--- src/rtl/vbmt_pkg.sv ---
// package: shared constants, types and register codes of the video bus translator
`default_nettype none

package vbmt_pkg;

  // bus map
  localparam int unsigned HEADER_BYTES  = 16;
  localparam int unsigned PATTERN_BYTES = 8192;
  localparam int unsigned NT_DEPTH      = 7936;
  localparam int unsigned PAL_DEPTH     = 32;

  localparam int unsigned PAT_AW   = $clog2(PATTERN_BYTES);
  localparam int unsigned NT_AW    = $clog2(NT_DEPTH);
  localparam int unsigned PAL_AW   = $clog2(PAL_DEPTH);
  localparam int unsigned ROM_AW   = 23;
  localparam int unsigned CFG_IDXW = 3;
  localparam int unsigned CFG_DW   = 8;

  // clearing pass covers the deeper of the two memories
  localparam int unsigned CLR_DEPTH = (PATTERN_BYTES > NT_DEPTH) ? PATTERN_BYTES : NT_DEPTH;
  localparam int unsigned CLR_AW    = $clog2(CLR_DEPTH);

  typedef enum logic [CFG_IDXW-1:0] {
    REG_PATTERN_IS_RAM    = 3'd0,
    REG_MIRRORING_MODE    = 3'd1,
    REG_PROGRAM_BANKS     = 3'd2,
    REG_PATTERN_BANK_LOW  = 3'd3,
    REG_PATTERN_BANK_HIGH = 3'd4
  } cfg_reg_e;

  typedef enum logic [1:0] {
    MIR_NONE = 2'd0,
    MIR_VERT = 2'd1,
    MIR_HORZ = 2'd2
  } mirror_e;

  typedef enum logic [0:0] {
    CMD_READ  = 1'b0,
    CMD_WRITE = 1'b1
  } cmd_e;

  // which store serves a read
  typedef enum logic [1:0] {
    TGT_NONE = 2'd0,
    TGT_PAT  = 2'd1,
    TGT_NT   = 2'd2,
    TGT_PAL  = 2'd3
  } target_e;

  typedef struct packed {
    logic        command;
    logic [15:0] address;
    logic [7:0]  write_data;
  } vbmt_in_t;

  typedef struct packed {
    logic [7:0]        read_data;
    logic              from_rom;
    logic [ROM_AW-1:0] rom_address;
  } vbmt_out_t;

  typedef struct packed {
    logic       pattern_is_ram;
    logic [1:0] mirroring_mode;
    logic [7:0] program_banks;
    logic [7:0] pattern_bank_low;
    logic [7:0] pattern_bank_high;
  } vbmt_cfg_t;

  // decoded access for one item
  typedef struct packed {
    target_e           sel;
    logic              pat_we;
    logic              pat_re;
    logic              nt_we;
    logic              nt_re;
    logic              pal_we;
    logic              pal_re;
    logic [PAT_AW-1:0] pat_addr;
    logic [NT_AW-1:0]  nt_addr;
    logic [PAL_AW-1:0] pal_addr;
    logic              from_rom;
    logic [ROM_AW-1:0] rom_address;
  } vbmt_op_t;

endpackage

`default_nettype wire

--- src/rtl/vbmt_decode.sv ---
// address decode: bus map, nametable fold and rom address for one item
`default_nettype none

module vbmt_decode
  import vbmt_pkg::*;
#(
  parameter int unsigned HDR_BYTES = HEADER_BYTES
) (
  input  wire vbmt_in_t  item_i,
  input  wire vbmt_cfg_t cfg_i,
  output vbmt_op_t       op_o
);

  logic [13:0]       a;
  logic              wr;
  logic [NT_AW-1:0]  nt_idx;
  logic [NT_AW-1:0]  nt_fold;
  logic [7:0]        bank;
  logic [ROM_AW:0]   rom_sum;

  assign a  = item_i.address[13:0];
  assign wr = (item_i.command == CMD_WRITE);

  // offset from the nametable base, 0x0000..0x1eff
  assign nt_idx = NT_AW'(a - 14'h2000);

  always_comb begin
    nt_fold = nt_idx;
    case (mirror_e'(cfg_i.mirroring_mode))
      MIR_VERT: begin
        if (nt_idx >= NT_AW'('h800) && nt_idx < NT_AW'('h1000)) begin
          nt_fold = nt_idx - NT_AW'('h800);
        end
      end
      MIR_HORZ: begin
        if (nt_idx >= NT_AW'('h400) && nt_idx < NT_AW'('hC00)) begin
          nt_fold = nt_idx - NT_AW'('h400);
        end else if (nt_idx >= NT_AW'('hC00) && nt_idx < NT_AW'('h1000)) begin
          nt_fold = nt_idx - NT_AW'('h800);
        end
      end
      default: begin
        nt_fold = nt_idx;
      end
    endcase
  end

  assign bank = a[12] ? cfg_i.pattern_bank_high : cfg_i.pattern_bank_low;

  // header + banks * 16K + bank * 4K + offset
  assign rom_sum = (ROM_AW+1)'(HDR_BYTES)
                 + (ROM_AW+1)'({cfg_i.program_banks, 14'd0})
                 + (ROM_AW+1)'({bank, 12'd0})
                 + (ROM_AW+1)'(a[11:0]);

  always_comb begin
    op_o             = '0;
    op_o.sel         = TGT_NONE;
    op_o.pat_addr    = a[PAT_AW-1:0];
    op_o.nt_addr     = nt_fold;
    op_o.pal_addr    = a[PAL_AW-1:0];
    if (a < 14'h2000) begin
      if (cfg_i.pattern_is_ram) begin
        op_o.pat_we = wr;
        op_o.pat_re = !wr;
        op_o.sel    = wr ? TGT_NONE : TGT_PAT;
      end else if (!wr) begin
        op_o.from_rom    = 1'b1;
        op_o.rom_address = rom_sum[ROM_AW-1:0];
      end
    end else if (a < 14'h3F00) begin
      op_o.nt_we = wr;
      op_o.nt_re = !wr;
      op_o.sel   = wr ? TGT_NONE : TGT_NT;
    end else begin
      op_o.pal_we = wr;
      op_o.pal_re = !wr;
      op_o.sel    = wr ? TGT_NONE : TGT_PAL;
    end
  end

endmodule

`default_nettype wire

--- config.mk ---
export PLATFORM = sky130hd
export DESIGN_NAME = vbmt_decode
export DESIGN_NICKNAME = d
export VERILOG_FILES = /design/src/rtl/vbmt_pkg.sv /design/src/rtl/vbmt_decode.sv
export SDC_FILE = /design/constraint.sdc
export NUM_CORES = 1
export LEC_CHECK = 0
export BUFFER_PORTS_ARGS = -buffer_cell sky130_fd_sc_hd__buf_2
export CORE_UTILIZATION = 40
export DETAILED_ROUTE_END_ITERATION = 10
export PLACE_DENSITY_LB_ADDON = 0.1
export SLEW_MARGIN = 30
export SYNTH_ARGS = -nofsm -noshare
export SYNTH_HDL_FRONTEND = slang
export SYNTH_SLANG_ARGS = --single-unit
--- constraint.sdc ---
create_clock -name vclk -period 2.6
set_input_delay 0.13 -clock vclk [all_inputs]
set_output_delay 0.13 -clock vclk [all_outputs]
set_load 0.1 [all_outputs]
# Word-level counts from Yosys, hierarchy flattened

Cells that the tools add are included.

Memories: 0
Latch bits: 0
Bits of input ports: 52
RAM bits: 0
ROM bits: 0
Output and inout bits: 63
Flip-flop bits (word level): 0
Word-level logic and storage cells: 37

Equal/unequal tests: 2
Divide/modulo/power cells: 0
Multiplexer cells: 18
Reductions and logical operators: 4
Add/subtract/negate cells: 6
Bitwise gates (word level): 0
Shift-type cells: 0
Order comparisons: 7
Multiply operators: 0

Operators with widths:

| operator                                                             | count |
|---|---|
| two-way mux 24 bit                                                   | 3 |
| two-way mux 13 bit                                                   | 3 |
| < comparator 14 bit (second input constant)                          | 2 |
| greater-or-equal comparator 13 x 12 -> 1 bit (second input constant) | 2 |
| one-hot mux 13 bit (2 select lines)                                  | 1 |
| adder 23 x 12 -> 23 bit                                              | 1 |
| adder 23 x 20 -> 23 bit                                              | 1 |
| adder 5 x 22 -> 23 bit (first input constant)                        | 1 |
| two-way mux 2 bit                                                    | 7 |
| greater-or-equal comparator 13 x 11 -> 1 bit (second input constant) | 1 |
| < comparator 13 x 12 -> 1 bit (second input constant)                | 1 |
| < comparator 13 bit (second input constant)                          | 1 |
| subtractor 13 x 1 -> 13 bit (second input constant)                  | 1 |
| subtractor 13 x 11 -> 13 bit (second input constant)                 | 1 |
| subtractor 13 x 12 -> 13 bit (second input constant)                 | 1 |
| two-way mux 8 bit                                                    | 1 |
| two-way mux 4 bit                                                    | 1 |
| logical AND 1 bit                                                    | 3 |
| two-way mux 3 bit                                                    | 1 |
| == test 2 x 1 -> 1 bit (second input constant)                       | 1 |
| == test 2 bit (second input constant)                                | 1 |
| zero test 1 bit                                                      | 1 |
| two-way mux 1 bit                                                    | 1 |

# Longest topological paths before layout

Gate-level depths: netlist of the first run.

Depth in word-level cells: 6
Gate-level depth with buffers: 9
Gate-level depth less buffers: 7

# Worst setup path after synthesis of the first run

No wires, ideal clock.

Path kind: in2out
From: in item_i[20] in the netlist's numbering
To: out op_o[41] in the netlist's numbering
Data required time: 2470 ps
Path slack: -2005 ps
Data arrival time: 4475 ps
Stages on the path: 6
Buffers on the path: 1
Path through: clkbuf_1 inv_1 ha_1 nor2_1 o21ai_0 o311ai_0

RTL lines:

| item               | RTL line          | RTL |
|---|---|---|
| start: declaration | vbmt_decode.sv:9  | `input wire vbmt_in_t item_i,` |
| end: declaration   | vbmt_decode.sv:11 | `output vbmt_op_t op_o` |

==> out/metrics.yaml, run 1 <==
crit_type: "primary input to output pin"
cts_setup_buffers: 0
startpoint_type: "primary input"
final_core_util_pct: 59.73
start_util_pct: 42.23
cts_resized: 0
multi_input_area_um2: 1259
synth_seq_area_share_pct: 0
dp_cells: 330
nNetsFinal: 355
min_path_type: "primary input to output pin"
wl_per_cell_um: 11.65
cp.required_ps: 2470
cpPeakStageDelay_ps: 410
grt_overflow: 0
ir_drop_mv: 0.3148
syn_to_final_growth_pct: 41.43
met3WireLength_um: 192
postLayoutCellArea_um2: 2024
drive_gt1_share_pct: 47.18
maxSlewHeadroom_pct: 66.63
drc: 0
wl_met2_um: 1845
dp_hpwl_um: 3187
worst-slew-pin-transition_ps: 503.9
hold_depth: 2
die-width_um: 61.82
gp_congestion: 0.7971
vias: 1657
power_uw: 662.2
max-cap-violations: 0
drt-met1-wl_um: 1808
routed_via_density: 5.021
yosysWarnings: 0
arrival_ps: 2380
synthCells: 209
hold_viol_final: 0
antenna_found_initial: 0
maxSlewViolCount: 0
drt.antenna.violating_nets: 0
syn_nets: 278
powerDensity_nw_per_um2: 327.1
place_area_um2: 2006
antenna_cells: 0
end_kind: "output pin"
hold_buffers: 0
row_count: 21
die_area_um2: 3822
setup_viol: 0
drtIter0Drc: 46
critPathSlowestCell: "or3_4"
grt_setup_unrepaired: "no"
avgSynthCellArea_um2: 6.849
timing.hold.ws_ps: 664.2
final_cell_count_no_fill: 330
first_pass_iters: 4
core_um2: 3390
clock.fmax_ghz: 0.3980
grt_pass1_vias: 1254
synth_cell_type_count: 48
die_y_um: 61.82
worstPathMaxFanout: 7
seq_cells: 0
clkbuf_count: 0
grtUsageTotal_pct: 18.89
power_leakage_nw: 1.053
period_share_pct: 96.63
grt_max_degree: 18
ff_latch_area_um2: 0
top_layer: "met3"
io_buffer_count: 105
min_period_ps: 2512
nFillCells: 344
wl_um: 3846
status: "completed"
path_cells: "clkbuf_4 -> mux2_4 -> ha_4 -> or3_1 -> or3_4 -> a41oi_4 -> mux2i_4 -> buf_12"
grt_pass1_wl_um: 5637
io_pins: 115
synth.cell_area_um2: 1431
==> through the flow <==
| stage | setup WS [ps] | TNS [ps] |
|---|---|---|
| CTS | 57.20 | 0 |
| global placement | 69.01 | 0 |
| finish | 87.69 | 0 |
| detailed placement | 62.27 | 0 |
| global route | 8.026 | 0 |
| floorplan | -225.5 | -225.5 |
==> kinds of logic (layout without fill, tap and decap cells) <==
logic type | count (synthesis) | after routing | share of synthesized area, %
AOI/OAI and AO/OA | 39 | 39 | 19.84
xor gates and xnor gates | 12 | 12 | 7.868
adders and majority gates | 17 | 17 | 14.86
buffers and inverters | 46 | 121 | 20.02
muxes | 9 | 9 | 6.818
and+or+nand+nor | 86 | 86 | 30.59
==> path summary, 6_finish.rpt <==
kind	startpoint	endpoint	slack, ps
setup / recovery	item_i[20]	op_o[20]	90
hold / removal	item_i[9]	op_o[25]	660
==> placed cells by master (no fill, tap or decap), types with 4 or more instances in the layout <==
cell type / instances
xor2_1: 9
a21o_1: 4
nand2b_1: 4
and2_1: 7
nand2_1: 20
buf_12: 7
buf_4: 4
buf_2: 97
nand3_1: 6
nor3_1: 4
inv_1: 12
o21ai_0: 9
a21oi_1: 6
nor2_1: 19
nand4_1: 4
ha_1: 14
==> per-layer routing <==
| metal | GRT usage, % | up-vias |
|---|---|---|
| met2 | 35.18 | 58 |
| met5 | 0 | - |
| met4 | 0 | 0 |
| li1 | - | 859 |
| met1 | 26.05 | 740 |
| met3 | 0 | 0 |
==> cell type report <==
class              instances  area share (%)
multi-input cells        163           62.18
inverters                 12           2.225
well taps                 46           2.843
repair buffers           109           32.76
==> synth_stat cells (3+ instances only) <==
cell type / instances / area, um2
nand4_1: 4 / 25.02
clkbuf_1: 4 / 15.01
nor3_1: 4 / 20.02
or3_1: 4 / 25.02
inv_1: 12 / 45.04
nand2_1: 20 / 75.07
a21o_1: 4 / 30.03
nand2b_1: 4 / 25.02
buf_4: 28 / 210.2
mux2i_1: 3 / 30.03
and2_1: 7 / 43.79
ha_1: 17 / 212.7
a21oi_1: 6 / 30.03
nor2_1: 23 / 86.33
mux2_2: 6 / 67.56
o21ai_0: 9 / 45.04
nand3_1: 6 / 30.03
xor2_1: 9 / 78.83
and3_1: 3 / 18.77
==> power by group <==
part           leakage [nW]  switching, mW  internal [mW]  total [mW]
Clock                     0              0              0           0
Sequential                0              0              0           0
Combinational          1.05          0.494          0.168       0.662
==> worst max-delay path, delay by kind of cell <==
family	cells	cell delay (ps)
compound gates	1	280
fa+ha+maj	1	170
buf+inv	2	370
mux	2	620
simple gates	2	800
Power figures use the tool's default switching activity.
==> run 2: changes to the inputs <==
--- a/config.mk
+++ b/config.mk
@@ -10,2 +10,3 @@
 export DETAILED_ROUTE_END_ITERATION = 10
+export GPL_TIMING_DRIVEN = 0
 export PLACE_DENSITY_LB_ADDON = 0.1
==> constraint.sdc (replaced) <==
create_clock -name vclk -period 2.6
set_input_delay 0.13 -clock vclk [all_inputs]
set_output_delay 0.13 -clock vclk [all_outputs]
set_load 0.01 [all_outputs]
==> run 2 against run 1 <==
Compared with the run above:
- die area unchanged
- utilization grew 0.074 points
- critical endpoint unchanged
- final cell count increased by 9.1%
- first-iteration DRC count grew 89%
- non-clock buffer count rose by 30
- critical path depth increased by 1
- largest cell class unchanged
- largest power group unchanged
- highest routed layer unchanged
- via count grew 6.2%
==> out/metrics.yaml, run 2 (synthesis gave the netlist of run 1 again) <==
status: "completed"
max-cap-violations: 0
io_buffer_count: 105
antenna_found_initial: 0
min_path_type: "primary input to output pin"
row_count: 21
vias: 1759
setup_viol: 0
clockPowerShare_pct: 0
path_cells: "buf_2 -> buf_12 -> mux2_2 -> ha_1 -> or3_1 -> or3_1 -> a41oi_2 -> mux2i_1 -> buf_2"
die_y_um: 61.82
cp.required_ps: 2470
nNetsFinal: 385
hold_viol_final: 0
powerDensity_nw_per_um2: 166.5
ff_latch_area_um2: 0
startpoint_type: "primary input"
seq_cells: 0
antenna_cells: 0
grt_pass1_vias: 1325
min_period_ps: 2480
final_common_cell: "buf_2"
die_area_um2: 3822
seqPwrFrac_pct: 0
ir_drop_mv: 0.08649
period_share_pct: 95.39
critPathSlowestCell: "or3_1"
grt_max_degree: 20
crit_cells: 9
timing.hold.ws_ps: 569.5
final_core_util_pct: 59.80
final_cell_mix: "buf_2, buf_4, nor2_1"
end_kind: "output pin"
first_pass_iters: 4
grt_setup_unrepaired: "no"
io_pins: 115
power_leakage_nw: 1.152
p_sw_share_pct: 51.92
maxSlewHeadroom_pct: 67.25
routed_via_density: 4.886
clock.fmax_ghz: 0.4032
grt_pass1_wl_um: 5554
hold_depth: 3
drtIter0Drc: 87
cpPeakStageDelay_ps: 370
drc: 0
critPathBufInv: 3
p_int_uw: 162.2
dp_hpwl_um: 3123
wl_per_cell_um: 10.58
worstPathMaxFanout: 19
syn_to_final_growth_pct: 41.61
start_util_pct: 42.23
arrival_ps: 2350
grtUsageTotal_pct: 18.03
hold_buffers: 0
crit_family: "simple AND/OR/NAND/NOR gates"
grt_overflow: 0
core_um2: 3390
clkbuf_count: 0
die-width_um: 61.82
drt.antenna.violating_nets: 0
switchingPower_uw: 175.2
gp_congestion: 0.9036
maxSlewViolCount: 0
combPwrFrac_pct: 100.0
crit_type: "primary input to output pin"
wl_um: 3807
drive_gt1_share_pct: 47.45
worst-slew-pin-transition_ps: 486.8
[run 2: changes by cell type in the layout (fill, tap and decap cells not counted), moves of 2 or more]
cell      change
mux2i_4       -2
ha_1          +3
buf_12        -6
buf_2         +9
ha_4          -2
nor2_1        +4
buf_4        +25
mux2i_1       +2
mux2_4        -3
clkbuf_1      +3
nor2_2        -3
mux2_2        +3
[run 2: per-stage QoR]
step	TNS [ps]	cell area, um2	total power, mW	instances	setup WS, ps
after global routing	0	2027	0.3743	360	12.37
after detailed placement	-1135	2014	0.3309	360	-329.2
final	0	2027	0.3374	360	119.8
after CTS	0	2021	0.3354	360	76.97
after floorplan	0	1431	0.2099	209	98.12
after global placement	-1101	2014	0.3285	360	-319.4
[run 2: layer usage]
layer,global-route usage [%],wire [um]
met4,0,0
met5,0,0
met1,26.26,1936
met2,31.80,1701
met3,0,169
[run 2: timing repair]
action,CTS,global route
buffers inserted,1,0
resized for setup,3,2
gates cloned,0,0
endpoints found under the setup margin,7,1
pin swaps,1,0
[run 2: path summary, 6_finish.rpt]
path / from / endpoint / slack (ps)
max: item_i[20] / op_o[20] / 120
min: item_i[24] / op_o[55] / 570
[run 2: power groups by stage]
| stage | clock, mW | sequential (mW) | combinational [mW] |
|---|---|---|---|
| after floorplan | 0 | 0 | 0.210 |
| after global placement | 0 | 0 | 0.328 |
| after detailed placement | 0 | 0 | 0.331 |
| after CTS | 0 | 0 | 0.335 |
| after global routing | 0 | 0 | 0.374 |
| final | 0 | 0 | 0.337 |
[run 2: final cells by class]
type                            instances  area (um2)
Fill cell                             334        1363
Multi-Input combinational cell        163        1145
Timing Repair Buffer                  106       533.0
Buffer                                 33       246.5
Tap cell                               46       57.56
Inverter                               12       45.04
==> run 3: changes to the inputs <==
Settings changed: ABC_AREA set to 1, PLACE_DENSITY set to 0.92, PLACE_DENSITY_LB_ADDON 0.1 to unset, SKIP_LAST_GASP set to 1.
==> run 3 against run 2 <==
Compared with the run above:
- via count is 13% higher
- die area rose by 6.4%
- non-clock buffer count shrank 2
- highest routed layer is now met4
- total power is 2.6% higher
- hold slack improved by 16 ps
- first-iteration DRC count down 8.0%
- setup slack improved by 160 ps
- flip-flop and latch count did not move
- maximum frequency rose by 6.7%
==> out/metrics.yaml, run 3 <==
synth_seq_area_share_pct: 0
dp_hpwl_um: 3561
die_y_um: 63.78
setup_viol: 0
io_pins: 115
status: "completed"
synth_cell_type_count: 35
core_um2: 3661
max-cap-violations: 0
crit_family: "buffers and inverters"
synth_top_cell_by_area: "nand2_1"
seq_cells: 0
synth.cell_area_um2: 1526
cts_resized: 0
grt_pass1_vias: 1646
hold_buffers: 0
gr-usage-met3_pct: 0.7143
row_count: 22
gp_congestion: 0.8908
cp.required_ps: 2470
yosysMostFrequentCell: "nand2_1"
routed_via_density: 4.658
final_common_cell: "buf_2"
synth_adder_area_share_pct: 13.93
start_util_pct: 41.70
powerDensity_nw_per_um2: 163.9
drt.antenna.violating_nets: 0
nNetsFinal: 450
io_buffer_count: 105
first_pass_iters: 4
wl_per_cell_um: 9.557
cp_common_cell: "nand2_1"
ir_drop_mv: 0.08415
gr-usage-met2_pct: 36.30
power_uw: 346.2
end_kind: "output pin"
final_cell_count_no_fill: 427
top_usage_layer: "met2"
worst-slew-pin-transition_ps: 481.3
drive_gt1_share_pct: 40.37
netlist.area_leader.share_pct: 15.25
drtIter0Drc: 80
crit_type: "primary input to output pin"
worstPathMaxFanout: 12
antenna_cells: 0
wl_um: 4081
grt_overflow: 0
synth_xor_area_share_pct: 0
grtUsageMet1_pct: 25.48
maxSlewHeadroom_pct: 67.91
ys_top_cells_by_count: "nand2_1, inv_1, nor2_1"
synth_mux_area_share_pct: 0
startpoint_type: "primary input"
antenna_found_initial: 0
synth.area.top_cells: "nand2_1, ha_1, buf_4, inv_1, nor2_1"
dp_cells: 427
drc: 0
die_area_um2: 4067
min_period_ps: 2324
critPathSlowestCell: "clkbuf_1"
synthCells: 274
arrival_ps: 2190
synth_simple_gate_area_share_pct: 44.10
power_leakage_nw: 1.345
cpPeakStageDelay_ps: 420
min_path_type: "primary input to output pin"
avgSynthCellArea_um2: 5.571
setup_ws_ps: 276.2
maxSlewViolCount: 0
clkbuf_count: 0
final_cell_mix: "buf_2, nand2_1, inv_1"
grtUsageTotal_pct: 19.48
path_cells: "buf_2 -> inv_1 -> clkbuf_1 -> nand2_1 -> nand2_1 -> ha_1 -> a21oi_1 -> o21ai_0 -> a21oi_1 -> nand2_1 -> nand2_1 -> nand2_1 -> nor2_1 -> buf_2"
ff_latch_area_um2: 0
grt_pass1_wl_um: 6748
vias: 1989
dp_slack_ps: 288.7
period_share_pct: 89.38
hold_viol_final: 0
synth_top_family_by_area: "simple AND/OR/NAND/NOR gates"
cts_setup_buffers: 0
grt_setup_unrepaired: "no"
die-width_um: 63.78
critPathBufInv: 4
grt_max_degree: 13
syn_nets: 343
synth_compound_area_share_pct: 15.82
syn_to_final_growth_pct: 38.36
clock.fmax_ghz: 0.4303
yosysWarnings: 0
tns_ps: 0
==> run 3: cell types whose count changed in the layout (fill, tap and decap cells not counted), sizes merged, moves of 4 or more <==
cell,change
nor3,+5
and2,-7
mux2,-6
or3,-4
nand2b,-4
a21oi,+19
nand3,+9
inv,+29
nand2,+45
nor2,+19
xor2,-9
==> run 3: cell type report <==
| type | instances | area [um2] |
|---|---|---|
| repair buffers | 105 | 525.5 |
| fillers | 361 | 1549 |
| inverters | 42 | 157.7 |
| plain buffers | 32 | 241.5 |
| well taps | 48 | 60.06 |
| multi-input cells | 200 | 1127 |
==> run 3: stage by stage <==
stage               instance area [um2]  util (%)  hold WS [ps]
finish                             2112     57.69         585.0
floorplan                          1526         -         304.1
global placement                   2112     57.69         580.5
CTS                                2112     57.69         586.8
global route                       2112     57.69         595.8
detailed placement                 2112     57.69         586.5
==> run 3: final timing paths <==
kind,start,endpoint,slack (ps),depth (start not counted)
worst min-delay path,cfg_i[23],op_o[22],590,4
worst max-delay path,item_i[20],op_o[20],280,14
==> run 3: cell families after synthesis <==
group	Yosys count
buffers and inverters	74
adder cells (fa/ha/maj)	17
AO/OA/AOI/OAI	44
AND/OR/NAND/NOR	139
==> run 3: tightest hold or removal path, stage by stage <==
cell	delay (ps)
buf_2	110
nand2_1	60
nor2_1	30
buf_2	120
==> run 3: where the power goes <==
part	switching [mW]	internal (mW)
Sequential	0	0
Clock	0	0
Combinational	0.199	0.147
Total	0.199	0.147
==> run 3: metal layers <==
metal	routed length, um	part of all wire, %
met1	1859	46
met2	1953	48
met3	243	6.0
met4	25	0.61
met5	0	0
